File: src/rtl/annexb_to_length_prefix_nal_scanner_defines.svh
// Assertion helpers for the start-code scanner.
// All checks are sampled on clk_i and disabled while rst_ni is low.
`ifndef ANNEXB_TO_LENGTH_PREFIX_NAL_SCANNER_DEFINES_SVH
`define ANNEXB_TO_LENGTH_PREFIX_NAL_SCANNER_DEFINES_SVH

// A plain property on the block clock.
`define ANLPS_ASSERT(label, prop, msg) \
  label: assert property (@(posedge clk_i) disable iff (!rst_ni) (prop)) \
    else $error(msg);

// An implication: when ante holds, cons holds in the same cycle.
`define ANLPS_ASSERT_IMPL(label, ante, cons, msg) \
  label: assert property (@(posedge clk_i) disable iff (!rst_ni) (ante) |-> (cons)) \
    else $error(msg);

`endif

File: src/rtl/anlps_pkg.sv
`default_nettype none

package anlps_pkg;

  // Bytes in each length field.
  localparam logic [31:0] LenFieldBytes = 32'd4;
  // Reset value of base_offset (box header size).
  localparam logic [31:0] BaseOffsetRst = 32'd8;

  localparam logic [7:0] ZeroByte = 8'h00;
  localparam logic [7:0] CodeByte = 8'h01;

  // Zero run length, saturating.
  localparam logic [1:0] RunNone = 2'd0;
  localparam logic [1:0] RunOne  = 2'd1;
  localparam logic [1:0] RunTwo  = 2'd2;

  typedef struct packed {
    logic [7:0] data_byte;
    logic       buffer_end;
    logic       unit_end;
  } in_item_t;

  typedef struct packed {
    logic        nal_valid;
    logic [31:0] nal_source_offset;
    logic [31:0] nal_length;
    logic [31:0] record_offset;
    logic        unit_done;
    logic [31:0] unit_offset;
    logic [31:0] unit_length;
  } out_item_t;

  // Scanner to accounting: what one byte produced.
  typedef struct packed {
    logic        emit;
    logic [31:0] src;
    logic [31:0] len;
    logic        uend;
  } nal_evt_t;

endpackage

`default_nettype wire

File: src/rtl/anlps_scan.sv
`default_nettype none

`include "annexb_to_length_prefix_nal_scanner_defines.svh"

module anlps_scan (
  input  wire logic              clk_i,
  input  wire logic              rst_ni,
  input  wire logic              step_i,
  input  wire anlps_pkg::in_item_t item_i,
  output anlps_pkg::nal_evt_t    evt_o
);

  logic [31:0] pos_q, pos_d;
  logic [1:0]  run_cnt_q, run_cnt_d;
  logic [31:0] run_start_q, run_start_d;
  logic        nal_open_q, nal_open_d;
  logic [31:0] nal_start_q, nal_start_d;

  logic        is_zero, is_code, bend;

  always_comb begin
    is_zero = (item_i.data_byte == anlps_pkg::ZeroByte);
    is_code = (item_i.data_byte == anlps_pkg::CodeByte) && (run_cnt_q == anlps_pkg::RunTwo);
    bend    = item_i.buffer_end;

    pos_d       = pos_q + 32'd1;
    run_cnt_d   = run_cnt_q;
    run_start_d = run_start_q;
    nal_open_d  = nal_open_q;
    nal_start_d = nal_start_q;

    evt_o.emit = 1'b0;
    evt_o.src  = nal_start_q;
    evt_o.len  = '0;
    evt_o.uend = bend && item_i.unit_end;

    if (is_zero) begin
      if (run_cnt_q == anlps_pkg::RunNone) run_start_d = pos_q;
      if (run_cnt_q != anlps_pkg::RunTwo) run_cnt_d = run_cnt_q + 2'd1;
    end else if (is_code) begin
      // start code closes the open unit; payload ends where the zero run began
      evt_o.emit  = nal_open_q;
      evt_o.len   = run_start_q - nal_start_q;
      nal_open_d  = 1'b1;
      nal_start_d = pos_q + 32'd1;
      run_cnt_d   = anlps_pkg::RunNone;
    end else begin
      run_cnt_d = anlps_pkg::RunNone;
    end

    // last unit of the buffer runs to its end, trailing zeros included
    if (bend && nal_open_q && !is_code) begin
      evt_o.emit = 1'b1;
      evt_o.len  = pos_q + 32'd1 - nal_start_q;
    end

    if (bend) begin
      pos_d      = '0;
      run_cnt_d  = anlps_pkg::RunNone;
      nal_open_d = 1'b0;
    end

    if (!evt_o.emit) evt_o.len = '0;
  end

  always_ff @(posedge clk_i or negedge rst_ni) begin
    if (!rst_ni) begin
      pos_q       <= '0;
      run_cnt_q   <= anlps_pkg::RunNone;
      run_start_q <= '0;
      nal_open_q  <= 1'b0;
      nal_start_q <= '0;
    end else if (step_i) begin
      pos_q       <= pos_d;
      run_cnt_q   <= run_cnt_d;
      run_start_q <= run_start_d;
      nal_open_q  <= nal_open_d;
      nal_start_q <= nal_start_d;
    end
  end

  `ANLPS_ASSERT(a_run_cnt_sat, run_cnt_q != 2'd3, "zero run count past saturation")
  `ANLPS_ASSERT_IMPL(a_bend_closes, $past(step_i && item_i.buffer_end),
                     !nal_open_q && (pos_q == 32'd0), "buffer end left state open")

endmodule

`default_nettype wire

File: src/rtl/anlps_acct.sv
`default_nettype none

`include "annexb_to_length_prefix_nal_scanner_defines.svh"

module anlps_acct (
  input  wire logic                clk_i,
  input  wire logic                rst_ni,
  input  wire logic                cfg_we_i,
  input  wire logic [31:0]         cfg_wdata_i,
  input  wire logic                step_i,
  input  wire anlps_pkg::nal_evt_t evt_i,
  output logic                     has_result_o,
  output anlps_pkg::out_item_t     res_o
);

  logic [31:0] base_q;
  logic [31:0] wr_off_q, wr_off_d;
  logic [31:0] unit_start_q, unit_start_eff;
  logic [31:0] unit_total_q, unit_total_d;
  logic        unit_fresh_q;
  logic [31:0] rec_len;

  always_comb begin
    unit_start_eff = unit_fresh_q ? wr_off_q : unit_start_q;
    rec_len        = evt_i.len + anlps_pkg::LenFieldBytes;
    wr_off_d       = evt_i.emit ? wr_off_q + rec_len : wr_off_q;
    unit_total_d   = evt_i.emit ? unit_total_q + rec_len : unit_total_q;

    has_result_o = evt_i.emit || evt_i.uend;

    res_o = '0;
    if (evt_i.emit) begin
      res_o.nal_valid         = 1'b1;
      res_o.nal_source_offset = evt_i.src;
      res_o.nal_length        = evt_i.len;
      res_o.record_offset     = base_q + wr_off_q;
    end
    if (evt_i.uend) begin
      res_o.unit_done   = 1'b1;
      res_o.unit_offset = base_q + unit_start_eff;
      res_o.unit_length = unit_total_d;
    end
  end

  always_ff @(posedge clk_i or negedge rst_ni) begin
    if (!rst_ni) begin
      base_q <= anlps_pkg::BaseOffsetRst;
    end else if (cfg_we_i) begin
      base_q <= cfg_wdata_i;
    end
  end

  always_ff @(posedge clk_i or negedge rst_ni) begin
    if (!rst_ni) begin
      wr_off_q     <= '0;
      unit_start_q <= '0;
      unit_total_q <= '0;
      unit_fresh_q <= 1'b1;
    end else if (step_i) begin
      wr_off_q     <= wr_off_d;
      unit_start_q <= unit_start_eff;
      unit_total_q <= evt_i.uend ? 32'd0 : unit_total_d;
      unit_fresh_q <= evt_i.uend;
    end
  end

  `ANLPS_ASSERT_IMPL(a_unit_cleared, $past(step_i && evt_i.uend),
                     unit_fresh_q && (unit_total_q == 32'd0), "unit totals not cleared")

endmodule

`default_nettype wire

File: src/rtl/annexb_to_length_prefix_nal_scanner.sv
// Channel  Signals                          Moves
// -------  -------------------------------  -------------------------------------
// in       in_valid_i / in_ready_o          one stream byte + buffer/unit marks
// out      out_valid_o / out_ready_i        one NAL and/or access-unit record
// cfg      cfg_we_i / cfg_wdata_i           base_offset, written on we, no wait
//
// One byte per cycle sustained while no record waits for out_ready_i. A byte
// is held in the input register, then scan + offset math runs in one pass
// into the result register.
// Bytes that produce no record update state and vanish without an output slot.
// The result register stalls the pipe only while a record waits for out_ready_i;
// the input side keeps taking a transaction into the empty input register then.
// Reset clears all scan and accounting state; base_offset resets to 8.
`default_nettype none

`include "annexb_to_length_prefix_nal_scanner_defines.svh"

module annexb_to_length_prefix_nal_scanner (
  input  wire logic                 clk_i,
  input  wire logic                 rst_ni,
  // input byte stream
  input  wire logic                 in_valid_i,
  output logic                      in_ready_o,
  input  wire anlps_pkg::in_item_t  in_data_i,
  // result records
  output logic                      out_valid_o,
  input  wire logic                 out_ready_i,
  output anlps_pkg::out_item_t      out_data_o,
  // configuration
  input  wire logic                 cfg_we_i,
  input  wire logic [31:0]          cfg_wdata_i
);

  // input register
  logic                 s1_valid_q;
  anlps_pkg::in_item_t  s1_item_q;

  // result register
  logic                 out_valid_q;
  anlps_pkg::out_item_t out_item_q;

  logic                 out_free;   // result register can take a record
  logic                 step;       // byte in s1 is processed this cycle
  anlps_pkg::nal_evt_t  evt;
  logic                 has_result;
  anlps_pkg::out_item_t res;

  assign out_free   = !out_valid_q || out_ready_i;
  assign step       = s1_valid_q && out_free;
  // input register frees up whenever its byte is processed
  assign in_ready_o = !s1_valid_q || out_free;

  always_ff @(posedge clk_i or negedge rst_ni) begin
    if (!rst_ni) begin
      s1_valid_q <= 1'b0;
    end else if (in_ready_o) begin
      s1_valid_q <= in_valid_i;
    end
  end

  always_ff @(posedge clk_i) begin
    if (in_valid_i && in_ready_o) begin
      s1_item_q <= in_data_i;
    end
  end

  anlps_scan u_scan (
    .clk_i  (clk_i),
    .rst_ni (rst_ni),
    .step_i (step),
    .item_i (s1_item_q),
    .evt_o  (evt)
  );

  anlps_acct u_acct (
    .clk_i        (clk_i),
    .rst_ni       (rst_ni),
    .cfg_we_i     (cfg_we_i),
    .cfg_wdata_i  (cfg_wdata_i),
    .step_i       (step),
    .evt_i        (evt),
    .has_result_o (has_result),
    .res_o        (res)
  );

  // result register: loads only on a processed byte that yields a record
  always_ff @(posedge clk_i or negedge rst_ni) begin
    if (!rst_ni) begin
      out_valid_q <= 1'b0;
    end else if (out_free) begin
      out_valid_q <= step && has_result;
    end
  end

  always_ff @(posedge clk_i) begin
    if (step && has_result) begin
      out_item_q <= res;
    end
  end

  assign out_valid_o = out_valid_q;
  assign out_data_o  = out_item_q;

  `ANLPS_ASSERT_IMPL(a_out_from_step, $rose(out_valid_q), $past(step && has_result),
                     "record appeared without a processed byte")

endmodule

`default_nettype wire
File: config.mk
export PLATFORM = sky130hd
export DESIGN_NAME = annexb_to_length_prefix_nal_scanner
export DESIGN_NICKNAME = d
export VERILOG_FILES = /design/src/rtl/anlps_pkg.sv /design/src/rtl/anlps_scan.sv /design/src/rtl/anlps_acct.sv /design/src/rtl/annexb_to_length_prefix_nal_scanner.sv
export VERILOG_INCLUDE_DIRS = /design/src /design/src/rtl
export SDC_FILE = /design/constraint.sdc
export NUM_CORES = 1
export LEC_CHECK = 0
export CORE_UTILIZATION = 65
export CTS_BUF_LIST = sky130_fd_sc_hd__clkbuf_8 sky130_fd_sc_hd__clkbuf_16
export CTS_CLUSTER_DIAMETER = 50
export CTS_CLUSTER_SIZE = 20
export DETAILED_ROUTE_END_ITERATION = 6
export DONT_BUFFER_PORTS = 1
export PLACE_DENSITY = 0.81
export SLEW_MARGIN = 0
export SYNTH_ARGS = -nofsm -noshare
export SYNTH_HDL_FRONTEND = slang
export SYNTH_SLANG_ARGS = --single-unit
File: constraint.sdc
create_clock -name clk_i -period 7.6 [get_ports clk_i]
set_input_delay 1.9 -clock clk_i [delete_from_list [all_inputs] [get_ports clk_i]]
set_output_delay 1.9 -clock clk_i [all_outputs]
set_load 0.01 [all_outputs]
==> out/metrics.json, run 1 <==
{
  "slack_of_the_worst_reg_to_reg_path": {"value": 0.38, "unit": "ns"},
  "status": {"value": "complete, no violations"},
  "fillCellCount": {"value": 2820},
  "cp_num_buf_inv": {"value": 2},
  "cts-htree-levels": {"value": 2},
  "number_of_core_rows": {"value": 72},
  "dr.pass1.iters": {"value": 7},
  "drt_drc_violations_left": {"value": 0},
  "fmax_achieved": {"value": 138, "unit": "MHz"},
  "postRouteWirelength": {"value": 64600, "unit": "um"},
  "initial_utilization": {"value": 65.9, "unit": "%"},
  "slew_viol_final": {"value": 0},
  "critPathSlowestCell": {"value": "sky130_fd_sc_hd__dfrtp_2"},
  "routedLengthMet1": {"value": 28000, "unit": "um"},
  "worstMarginPinSlew": {"value": 1.03, "unit": "ns"},
  "setup_viol_count_final": {"value": 0},
  "timing.slew.headroom": {"value": 29.3, "unit": "%"},
  "routed-wl-met2": {"value": 30700, "unit": "um"},
  "worst_setup_hold_path_clk_slew": {"value": 0.07, "unit": "ns"},
  "cp-endpoint": {"value": "out_data_o[23]$_SDFFCE_PN0P_"},
  "worstReg2RegStart": {"value": "u_scan.pos_q[0]$_DFFE_PN0P_"},
  "cp.arrival": {"value": 7.61, "unit": "ns"},
  "detail_route.vias_per_cell": {"value": 6.27},
  "post-dp-hpwl": {"value": 47300, "unit": "um"},
  "worst_path_dominant_cell_family": {"value": "compound AO/OA/AOI/OAI gates"},
  "clock-sinks": {"value": 402},
  "power_per_cell_area": {"value": 214, "unit": "nW/um^2"},
  "synth.top_cell.area_share": {"value": 22.3, "unit": "%"},
  "num_io_pins": {"value": 211},
  "most-common-layout-cells": {"value": "269 x sky130_fd_sc_hd__nand2_1, 248 x sky130_fd_sc_hd__nor2_1, 227 x sky130_fd_sc_hd__dfrtp_1, 190 x sky130_fd_sc_hd__ha_1, 181 x sky130_fd_sc_hd__o21ai_0"},
  "critPathLaunch": {"value": "u_scan.pos_q[0]$_DFFE_PN0P_"},
  "cts_tree": {"value": "built"},
  "cp.depth": {"value": 28},
  "core_area": {"value": 38700, "unit": "sq um"},
  "post_dr_wirelength_cell": {"value": 20.4, "unit": "um"},
  "synthesis.instances": {"value": 2626},
  "final_layout_size_suffix_gt1_share": {"value": 11.0, "unit": "%"},
  "timing.critical_path.slowest_cell_delay": {"value": 0.45, "unit": "ns"},
  "post-synth-top-area-cell": {"value": "sky130_fd_sc_hd__dfrtp_1"},
  "synth.net_count": {"value": 2870},
  "final.period_utilization": {"value": 95.1, "unit": "%"},
  "dieWidth": {"value": 200, "unit": "um"},
  "hold_viol": {"value": 0},
  "async_reset_ff_share": {"value": 57.2, "unit": "%"},
  "edff_count_synth": {"value": 172},
  "r2r_cells": {"value": 28},
  "timing.critical_path.mode_cell": {"value": "sky130_fd_sc_hd__a21o_1"},
  "insertion_delay": {"value": 0.58, "unit": "ns"},
  "port_buffers": {"value": 0},
  "cts.root.buffer_cell": {"value": "sky130_fd_sc_hd__clkbuf_16"},
  "critPathCaptureType": {"value": "register"},
  "min_path_type": {"value": "reg -> reg"},
  "die-area": {"value": 40100, "unit": "sq um"},
  "syn_area": {"value": 25500, "unit": "sq um"},
  "first_iter_violations": {"value": 1337},
  "post_synthesis_sequential_area_ratio": {"value": 42.8, "unit": "%"},
  "dr.max_layer_used": {"value": "met4"},
  "timing.critical_path.fanout_max": {"value": 8},
  "fp.dieH": {"value": 200, "unit": "um"},
  "ys_warn_count": {"value": 0},
  "grt_start_max_net_pins": {"value": 231},
  "grt_usage": {"value": 32.2, "unit": "%"},
  "first_pass_grt_wire_length": {"value": 103000, "unit": "um"},
  "detail-route-antenna-nets": {"value": 0},
  "totalNegativeSetupSlack": {"value": 0, "unit": "ns"},
  "postSynthRegisterBits": {"value": 402},
  "synth_cell_type_count": {"value": 88},
  "cts_made_buffers": {"value": 41},
  "met3WireLength": {"value": 3770, "unit": "um"},
  "clock_path_buffers": {"value": 3},
  "tightest_hold_margin": {"value": 0.482, "unit": "ns"},
  "vias": {"value": 19872},
  "period_minus_slack": {"value": 7.22, "unit": "ns"},
  "via_count_of_the_first_global_routing_pass": {"value": 19694},
  "post-route-util": {"value": 71.4, "unit": "%"},
  "synth_area_per_cell": {"value": 9.72, "unit": "sq um"},
  "gp_routability_congestion": {"value": 0.888},
  "timing.setup.critical_path_class": {"value": "reg -> reg"},
  "number_of_nets_in_the_layout": {"value": 2861},
  "power.leakage": {"value": 12.7, "unit": "nW"},
  "antenna_cells_inserted": {"value": 0},
  "worst-endpoint-required": {"value": 7.98, "unit": "ns"},
  "cap_viol_max_count": {"value": 0},
  "syn2layout_area_growth": {"value": 8.34, "unit": "%"},
  "dominantRegCellSynth": {"value": "sky130_fd_sc_hd__dfrtp_1"},
  "fin_worst_skew": {"value": 0.0266, "unit": "ns"},
  "synth.area.top_cells": {"value": "sky130_fd_sc_hd__dfrtp_1 22%, sky130_fd_sc_hd__edfxtp_1 20%, sky130_fd_sc_hd__ha_1 9.4%, sky130_fd_sc_hd__mux2_2 5.7%, sky130_fd_sc_hd__nand2_1 4.0%"},
  "vdd.ir_drop.worst": {"value": 0.196, "unit": "mV"},
  "grt_antenna_before_repair": {"value": 0},
  "regToRegEndpoint": {"value": "out_data_o[23]$_SDFFCE_PN0P_"},
  "crit_path_start_kind": {"value": "register"},
  "global_route.overflow_total": {"value": 0},
  "final_common_cell": {"value": "sky130_fd_sc_hd__nand2_1"}
}
## how the worst min path moves through the flow
stage,start,end,slack (ns),cells after the start
floorplan,u_acct.unit_start_q[1]$_DFFE_PN0P_,u_acct.unit_start_q[1]$_DFFE_PN0P_,0.45,2
detailed placement,u_scan.nal_start_q[21]$_DFFE_PN0P_,u_scan.nal_start_q[21]$_DFFE_PN0P_,0.47,2
global placement,u_scan.nal_start_q[24]$_DFFE_PN0P_,u_scan.nal_start_q[24]$_DFFE_PN0P_,0.46,2
global route,u_scan.nal_start_q[22]$_DFFE_PN0P_,u_scan.nal_start_q[22]$_DFFE_PN0P_,0.52,2
CTS,u_scan.nal_start_q[21]$_DFFE_PN0P_,u_scan.nal_start_q[21]$_DFFE_PN0P_,0.48,2
finish,u_scan.nal_start_q[15]$_DFFE_PN0P_,u_scan.nal_start_q[15]$_DFFE_PN0P_,0.48,2
## power by group
group          internal [mW]  switching [mW]
Sequential              2.43           0.155
Combinational          0.512           0.646
Clock                   1.21           0.964
Total                   4.15            1.76
## worst reg2reg max path: cells and delay by family (launching register included)
family	cells	cell delay, ns
flip-flops	1	0.45
XOR/XNOR	3	0.62
adder cells (fa/ha/maj)	2	0.71
AND/OR/NAND/NOR	6	1.01
multiplexers	1	0.12
AO/OA/AOI/OAI	14	3.86
buffers and inverters	2	0.26
## cell usage after synthesis (16+ instances only)
cell                       count
sky130_fd_sc_hd__xnor2_1     113
sky130_fd_sc_hd__a21o_1       76
sky130_fd_sc_hd__dfrtp_1     228
sky130_fd_sc_hd__a211oi_1     23
sky130_fd_sc_hd__and3_1       29
sky130_fd_sc_hd__mux2_2      129
sky130_fd_sc_hd__xor2_1       83
sky130_fd_sc_hd__nor3_1       41
sky130_fd_sc_hd__or3_1        19
sky130_fd_sc_hd__nand3_1      58
sky130_fd_sc_hd__a31oi_1      22
sky130_fd_sc_hd__a22o_1       29
sky130_fd_sc_hd__o21a_1       22
sky130_fd_sc_hd__and2_1       26
sky130_fd_sc_hd__nand2b_1     25
sky130_fd_sc_hd__nor2_1      252
sky130_fd_sc_hd__edfxtp_1    172
sky130_fd_sc_hd__a21oi_1     179
sky130_fd_sc_hd__inv_1       134
sky130_fd_sc_hd__nand2_1     270
sky130_fd_sc_hd__ha_1        191
sky130_fd_sc_hd__o21ai_0     182
sky130_fd_sc_hd__nand4_1      16
sky130_fd_sc_hd__nor2b_1      24
sky130_fd_sc_hd__clkbuf_1     66
## cell type report
type	instances	area (sq um)	area share, %
Multi-Input combinational cell	2007	13900	50.2
Inverter	134	508	1.84
Clock inverter	30	364	1.32
Sequential cell	402	10900	39.5
Timing Repair Buffer	31	233	0.841
Tap cell	518	648	2.34
Clock buffer	45	1100	3.99
## kinds of logic after synthesis
group / synth area share (%)
AND/OR/NAND/NOR: 14.5
AO/OA/AOI/OAI: 16.6
flip-flops: 42.8
buffers and inverters: 3.33
XOR/XNOR: 6.82
adder cells (fa/ha/maj): 9.83
multiplexers: 6.08
## timing repair
item,CTS,global route
hold buffers,0,0
resized for setup,0,24
setup buffers,0,2
endpoints found under the setup margin,0,4
## metrics by stage
stage | std cells | setup WS [ns] | cell area, sq um | power (mW)
finish | 3167 | 0.376 | 27700 | 5.92
global route | 3167 | -0.0132 | 27700 | 6.17
CTS | 3165 | 0.0929 | 27500 | 5.92
floorplan | 2626 | 0.909 | 25500 | 3.49
detailed placement | 3090 | 0.138 | 26100 | 3.75
global placement | 3090 | 0.404 | 26100 | 3.68
## layer usage
metal | global-route usage [%] | up-vias
met5 | 0 | -
met4 | 12.3 | 0
met3 | 5.08 | 141
met2 | 53.3 | 715
met1 | 42.8 | 9573
li1 | - | 9443
## flip-flops by register name, summed over array words and instances (netlist names)
name,count
u_acct.wr_off_q,32
u_scan.nal_start_q,32
u_scan.run_cnt_q,2
u_scan.nal_open_q,1
s1_item_q,10
u_acct.unit_start_q,32
out_valid_o,1
u_acct.unit_fresh_q,1
u_scan.pos_q,32
u_acct.unit_total_q,32
u_scan.run_start_q,32
s1_valid_q,1
u_acct.base_q,32
out_data_o,162
Note: power is estimated with default switching activity, not from simulation.
==> run 2, diff against run 1 <==
REMOVE_ABC_BUFFERS = 1   (was not set)
==> run 2 against run 1 <==
Worst setup slack better by 0.094 ns. Total power is 0.42% higher. Via count is 1.1% higher. Critical path depth is 5 higher. Non-clock buffer count is 10 higher.
==> out/metrics.json, run 2 (same netlist as run 1, synthesis figures left out) <==
{
  "clock-sinks": {"value": 402},
  "fmax_achieved": {"value": 140, "unit": "MHz"},
  "tightest_hold_margin": {"value": 0.482, "unit": "ns"},
  "cp.arrival": {"value": 7.44, "unit": "ns"},
  "final.period_utilization": {"value": 93.8, "unit": "%"},
  "most-common-layout-cells": {"value": "269 x sky130_fd_sc_hd__nand2_1, 248 x sky130_fd_sc_hd__nor2_1, 226 x sky130_fd_sc_hd__dfrtp_1, 189 x sky130_fd_sc_hd__ha_1, 181 x sky130_fd_sc_hd__o21ai_0"},
  "cts_tree": {"value": "built"},
  "hold_viol": {"value": 0},
  "status": {"value": "complete, no violations"},
  "gp_routability_congestion": {"value": 0.955},
  "setup_viol_count_final": {"value": 0},
  "vdd.ir_drop.worst": {"value": 0.183, "unit": "mV"},
  "final_worst_slack": {"value": 0.469, "unit": "ns"},
  "num_io_pins": {"value": 211},
  "critPathSlowestCell": {"value": "sky130_fd_sc_hd__or3_1"},
  "timing.setup.critical_path_class": {"value": "reg -> reg"},
  "post-dp-hpwl": {"value": 47600, "unit": "um"},
  "grt_usage": {"value": 33.2, "unit": "%"},
  "timing.critical_path.fanout_max": {"value": 8},
  "final_common_cell": {"value": "sky130_fd_sc_hd__nand2_1"},
  "fin_worst_skew": {"value": 0.0164, "unit": "ns"},
  "grt_start_max_net_pins": {"value": 231},
  "port_buffers": {"value": 0},
  "post_dr_wirelength_cell": {"value": 20.9, "unit": "um"},
  "insertion_delay": {"value": 0.59, "unit": "ns"},
  "post-route-util": {"value": 71.7, "unit": "%"},
  "crit_path_start_kind": {"value": "register"},
  "clock_path_buffers": {"value": 3},
  "drt_drc_violations_left": {"value": 0},
  "dieWidth": {"value": 200, "unit": "um"},
  "timing.slew.headroom": {"value": 26.4, "unit": "%"},
  "antenna_cells_inserted": {"value": 0},
  "power.leakage": {"value": 12.7, "unit": "nW"},
  "final_layout_size_suffix_gt1_share": {"value": 11.8, "unit": "%"},
  "via_count_of_the_first_global_routing_pass": {"value": 19846},
  "finalPower": {"value": 5.94, "unit": "mW"},
  "cts-htree-levels": {"value": 2},
  "grt_antenna_before_repair": {"value": 0},
  "first_pass_grt_wire_length": {"value": 106000, "unit": "um"},
  "global_route.overflow_total": {"value": 0},
  "cap_viol_max_count": {"value": 0},
  "postCtsHoldBufs": {"value": 0},
  "dp_slack": {"value": 0.233, "unit": "ns"},
  "min_path_type": {"value": "reg -> reg"},
  "layout.cell_area.non_filler": {"value": 27800, "unit": "sq um"},
  "worstMarginPinSlew": {"value": 1.08, "unit": "ns"},
  "first_iter_violations": {"value": 1563},
  "number_of_nets_in_the_layout": {"value": 2873},
  "detail_route.vias_per_cell": {"value": 6.31},
  "core_area": {"value": 38700, "unit": "sq um"},
  "period_minus_slack": {"value": 7.13, "unit": "ns"},
  "postRouteWirelength": {"value": 66400, "unit": "um"},
  "vias": {"value": 20094},
  "cts_made_buffers": {"value": 43},
  "largest_register_ffs": {"value": 162},
  "detail-route-antenna-nets": {"value": 0},
  "worst-endpoint-required": {"value": 7.91, "unit": "ns"},
  "fp.dieH": {"value": 200, "unit": "um"},
  "die-area": {"value": 40100, "unit": "sq um"},
  "number_of_core_rows": {"value": 72},
  "critPathCaptureType": {"value": "register"},
  "syn2layout_area_growth": {"value": 8.86, "unit": "%"},
  "power_per_cell_area": {"value": 214, "unit": "nW/um^2"},
  "initial_utilization": {"value": 65.9, "unit": "%"},
  "timing.critical_path.mode_cell": {"value": "sky130_fd_sc_hd__nor2_1"},
  "cts.root.buffer_cell": {"value": "sky130_fd_sc_hd__clkbuf_16"},
  "timing.critical_path.slowest_cell_delay": {"value": 0.48, "unit": "ns"},
  "postPlaceCellArea": {"value": 26100, "unit": "sq um"},
  "worst_setup_hold_path_clk_slew": {"value": 0.07, "unit": "ns"},
  "dr.pass1.iters": {"value": 6},
  "slew_viol_final": {"value": 0}
}
run 2: changes by cell type in the layout (fill, tap and decap cells not counted), sizes merged:
cell,change
buf,+10
inv,-3
clkinv,+7
clkbuf,-1
clkinvlp,+3
bufinv,-1
run 2: worst max-delay path: cells and delay by family (launching register included):
family          cells  cell delay [ns]
xor+xnor            3             0.51
simple gates       15             2.95
buf+inv             2             0.23
flops               1             0.42
compound gates     11             2.02
fa+ha+maj           2             0.73
run 2: final cells by class:
cell class	instances	area, sq um
Multi-Input combinational cell	2007	13900
Fill cell	2800	10900
Tap cell	518	648
Sequential cell	402	10900
Inverter	134	508
Timing Repair Buffer	41	308
Clock inverter	36	369
Clock buffer	44	1100
run 2: worst paths after layout:
path,from,slack [ns],cells after the start,endpoint
min in group asynchronous,rst_ni,1.01,0,u_scan.nal_start_q[27]$_DFFE_PN0P_
hold reg to reg,u_scan.nal_start_q[7]$_DFFE_PN0P_,0.48,2,u_scan.nal_start_q[7]$_DFFE_PN0P_
max in group asynchronous,rst_ni,6.16,0,u_acct.unit_fresh_q$_DFFE_PN1P_
setup reg to reg,u_scan.pos_q[5]$_DFFE_PN0P_,0.47,33,out_data_o[31]$_SDFFCE_PN0P_
hold / removal,u_scan.nal_start_q[7]$_DFFE_PN0P_,0.48,2,u_scan.nal_start_q[7]$_DFFE_PN0P_
setup / recovery,u_scan.pos_q[5]$_DFFE_PN0P_,0.47,33,out_data_o[31]$_SDFFCE_PN0P_
run 2: timing repair:
action / in CTS / in global routing
hold endpoints to repair: 0 / 0
setup endpoints to repair: 0 / 6
resized for setup: 0 / 34
buffers inserted: 0 / 5
run 2: power breakdown:
part | leakage (nW) | switching [mW] | internal (mW)
Combinational | 7.35 | 0.663 | 0.514
Clock | 0.718 | 0.999 | 1.18
Sequential | 4.65 | 0.154 | 2.43
Total | 12.7 | 1.82 | 4.12
run 2: stage by stage:
stage,TNS [ns],cells
finish,0,3182
CTS,0,3177
floorplan,-541.03,2543
global placement,0,3097
detailed placement,0,3097
global route,-0.0777,3182
run 2: per-layer routing:
metal,routed length (um),share of wire [%],track usage [%],vias up
li1,-,-,-,9476
met1,28400,43,44.2,9719
met2,31800,48,55.3,753
met3,4050,6.1,4.88,146
met4,2160,3.2,11.7,0
met5,0,0,0,-
==> run 3, diff against run 2 <==
RECOVER_POWER = 100   (was not set)
==> run 3 against run 2 <==
The run now ends with max-capacitance violations, max-slew violations left. Via count is 0.19% lower. Clock skew hardly changed. Sequential share of layout area is 0.12 points higher. Sequential power is essentially flat. First-iteration DRC count grew 3.7%. Clock-buffer cell count stayed put. Hold slack worse by 0.0030 ns. Critical path type unchanged. Largest cell class unchanged.
==> out/metrics.json, run 3 (same netlist as run 1, synthesis figures left out) <==
{
  "worstMarginPinSlew": {"value": 2.76, "unit": "ns"},
  "detail-route-antenna-nets": {"value": 0},
  "final_cell_count_no_fill": {"value": 3182},
  "hold_viol": {"value": 0},
  "timing.slew.headroom": {"value": -84.3, "unit": "%"},
  "timing.critical_path.fanout_max": {"value": 11},
  "dr.pass1.iters": {"value": 6},
  "core_area": {"value": 38700, "unit": "sq um"},
  "power.share.switching": {"value": 30.6, "unit": "%"},
  "clock-sinks": {"value": 402},
  "status": {"value": "finished with violations"},
  "grt_usage": {"value": 33.2, "unit": "%"},
  "critical_path.cell_chain": {"value": "or4_1 > or3_1 > nor3_1 > nor2_1 > nor2_1 > ha_1 > nor3b_2 > nand3_1 > nor4b_2 > buf_4 > xor2_1 > ha_1 > a211oi_1 > o211ai_1 > a31oi_1 > o21ai_0 > a211o_1 > a21o_1 > a21o_1 > a21o_1 > a21oi_1 > xnor2_1 > nand2_1 > a21oi_1"},
  "violations": {"value": "max-capacitance violations, max-slew violations"},
  "p_int": {"value": 4.12, "unit": "mW"},
  "postCtsHoldBufs": {"value": 0},
  "first_iter_violations": {"value": 1621},
  "clkPwrFrac": {"value": 36.6, "unit": "%"},
  "crit_path_start_kind": {"value": "register"},
  "syn2layout_area_growth": {"value": 8.52, "unit": "%"},
  "postRouteWirelength": {"value": 66200, "unit": "um"},
  "gp_routability_congestion": {"value": 0.955},
  "final_layout_size_suffix_gt1_share": {"value": 11.0, "unit": "%"},
  "cp.arrival": {"value": 7.52, "unit": "ns"},
  "final_common_cell": {"value": "sky130_fd_sc_hd__nand2_1"},
  "grt_start_max_net_pins": {"value": 231},
  "critPathSlowestCell": {"value": "sky130_fd_sc_hd__or3_1"},
  "num_io_pins": {"value": 211},
  "port_buffers": {"value": 0},
  "power.net_switching": {"value": 1.81, "unit": "mW"},
  "clock_path_buffers": {"value": 3},
  "most-common-layout-cells": {"value": "269 x sky130_fd_sc_hd__nand2_1, 248 x sky130_fd_sc_hd__nor2_1, 226 x sky130_fd_sc_hd__dfrtp_1, 189 x sky130_fd_sc_hd__ha_1, 184 x sky130_fd_sc_hd__o21ai_0"},
  "first_pass_grt_wire_length": {"value": 106000, "unit": "um"},
  "timing.critical_path.mode_cell": {"value": "sky130_fd_sc_hd__a21o_1"},
  "setup_viol_count_final": {"value": 0},
  "insertion_delay": {"value": 0.59, "unit": "ns"},
  "global_route.overflow_total": {"value": 0},
  "cts_tree": {"value": "built"},
  "cap_viol_max_count": {"value": 8},
  "layout.cell_area.non_filler": {"value": 27700, "unit": "sq um"},
  "antenna_cells_inserted": {"value": 0},
  "cts.root.buffer_cell": {"value": "sky130_fd_sc_hd__clkbuf_16"},
  "fin_worst_skew": {"value": 0.0164, "unit": "ns"},
  "period_minus_slack": {"value": 7.11, "unit": "ns"},
  "largest_register_ffs": {"value": 162},
  "postPlaceCellArea": {"value": 26100, "unit": "sq um"},
  "slew_viol_final": {"value": 320},
  "post-dp-hpwl": {"value": 47600, "unit": "um"},
  "power.sequential.fraction": {"value": 43.6, "unit": "%"},
  "detail_route.vias_per_cell": {"value": 6.30},
  "grt_antenna_before_repair": {"value": 0},
  "final.period_utilization": {"value": 93.6, "unit": "%"},
  "gate_power_share": {"value": 19.8, "unit": "%"},
  "timing.critical_path.slowest_cell_delay": {"value": 0.64, "unit": "ns"},
  "number_of_core_rows": {"value": 72},
  "die-area": {"value": 40100, "unit": "sq um"},
  "placed_cells_incl_taps": {"value": 3097},
  "power_per_cell_area": {"value": 214, "unit": "nW/um^2"},
  "timing.setup.critical_path_class": {"value": "reg -> reg"},
  "via_count_of_the_first_global_routing_pass": {"value": 19846},
  "worst-endpoint-required": {"value": 8.00, "unit": "ns"},
  "post_dr_wirelength_cell": {"value": 20.8, "unit": "um"},
  "critPathCaptureType": {"value": "register"},
  "drt_drc_violations_left": {"value": 0},
  "initial_utilization": {"value": 65.9, "unit": "%"},
  "dieWidth": {"value": 200, "unit": "um"},
  "vdd.ir_drop.worst": {"value": 0.182, "unit": "mV"},
  "vias": {"value": 20055},
  "cts-htree-levels": {"value": 2},
  "finalPower": {"value": 5.94, "unit": "mW"},
  "fp.dieH": {"value": 200, "unit": "um"},
  "power.leakage": {"value": 12.7, "unit": "nW"},
  "fmax_achieved": {"value": 141, "unit": "MHz"},
  "number_of_nets_in_the_layout": {"value": 2873},
  "cts_made_buffers": {"value": 43},
  "worst_setup_hold_path_clk_slew": {"value": 0.07, "unit": "ns"},
  "min_path_type": {"value": "reg -> reg"}
}
-- run 3: path summary, 6_finish.rpt --
path / startpoint / slack, ns / cells after the start / endpoint
worst min register to register: u_scan.nal_start_q[15]$_DFFE_PN0P_ / 0.48 / 2 / u_scan.nal_start_q[15]$_DFFE_PN0P_
max in group asynchronous: rst_ni / 6.12 / 0 / u_acct.unit_fresh_q$_DFFE_PN1P_
worst max-delay path: s1_item_q[6]$_DFFE_PP_ / 0.49 / 24 / out_data_o[23]$_SDFFCE_PN0P_
worst max register to register: s1_item_q[6]$_DFFE_PP_ / 0.49 / 24 / out_data_o[23]$_SDFFCE_PN0P_
min in group asynchronous: rst_ni / 1.01 / 0 / u_scan.nal_start_q[27]$_DFFE_PN0P_
worst min-delay path: u_scan.nal_start_q[15]$_DFFE_PN0P_ / 0.48 / 2 / u_scan.nal_start_q[15]$_DFFE_PN0P_
-- run 3: cell type report --
cell class	instances	area (sq um)
clock inverter	36	369
tap	518	648
timing repair buffer	41	259
inverter	134	508
fill	2814	11000
multi-input combinational	2007	13900
sequential	402	10900
clock buffer	44	1100
-- run 3: power by group through the flow --
stage | Clock [mW] | Sequential (mW) | Combinational (mW)
final | 2.18 | 2.59 | 1.17
after global routing | 2.29 | 2.61 | 1.29
after CTS | 2.20 | 2.58 | 1.16
after detailed placement | 0 | 2.62 | 1.13
after global placement | 0 | 2.61 | 1.07
after floorplan | 0 | 2.58 | 0.907
-- run 3: timing repair --
item | in CTS | in global routing
endpoints found under the setup margin | 0 | 6
buffers inserted | 0 | 5
resized for setup | 0 | 34
-- run 3: per-stage QoR --
stage	util [%]	setup slack, ns	setup TNS (ns)	hold WS [ns]
final	71.5	0.486	0	0.479
after detailed placement	67.4	0.233	0	0.470
after global routing	71.5	-0.0596	-0.0767	0.510
after floorplan	-	-2.87	-541.03	0.449
after CTS	71.2	0.173	0	0.484
after global placement	67.4	0.445	0	0.461
-- run 3: routing by layer --
layer / wire, um / global-route usage (%) / vias to the layer above / share of wire, %
li1: - / - / 9473 / -
met1: 28300 / 44.2 / 9670 / 43
met2: 31600 / 55.3 / 757 / 48
met3: 4020 / 4.88 / 155 / 6.1
met4: 2190 / 11.7 / 0 / 3.3
met5: 0 / 0 / - / 0
-- run 3: critical path: cells and delay by family, from the launching register on --
family          cells  cell delay (ns)
compound gates     10             2.51
flops               1             0.39
simple gates        9             2.87
buf+inv             1             0.17
fa+ha+maj           2             0.55
xor+xnor            2             0.43
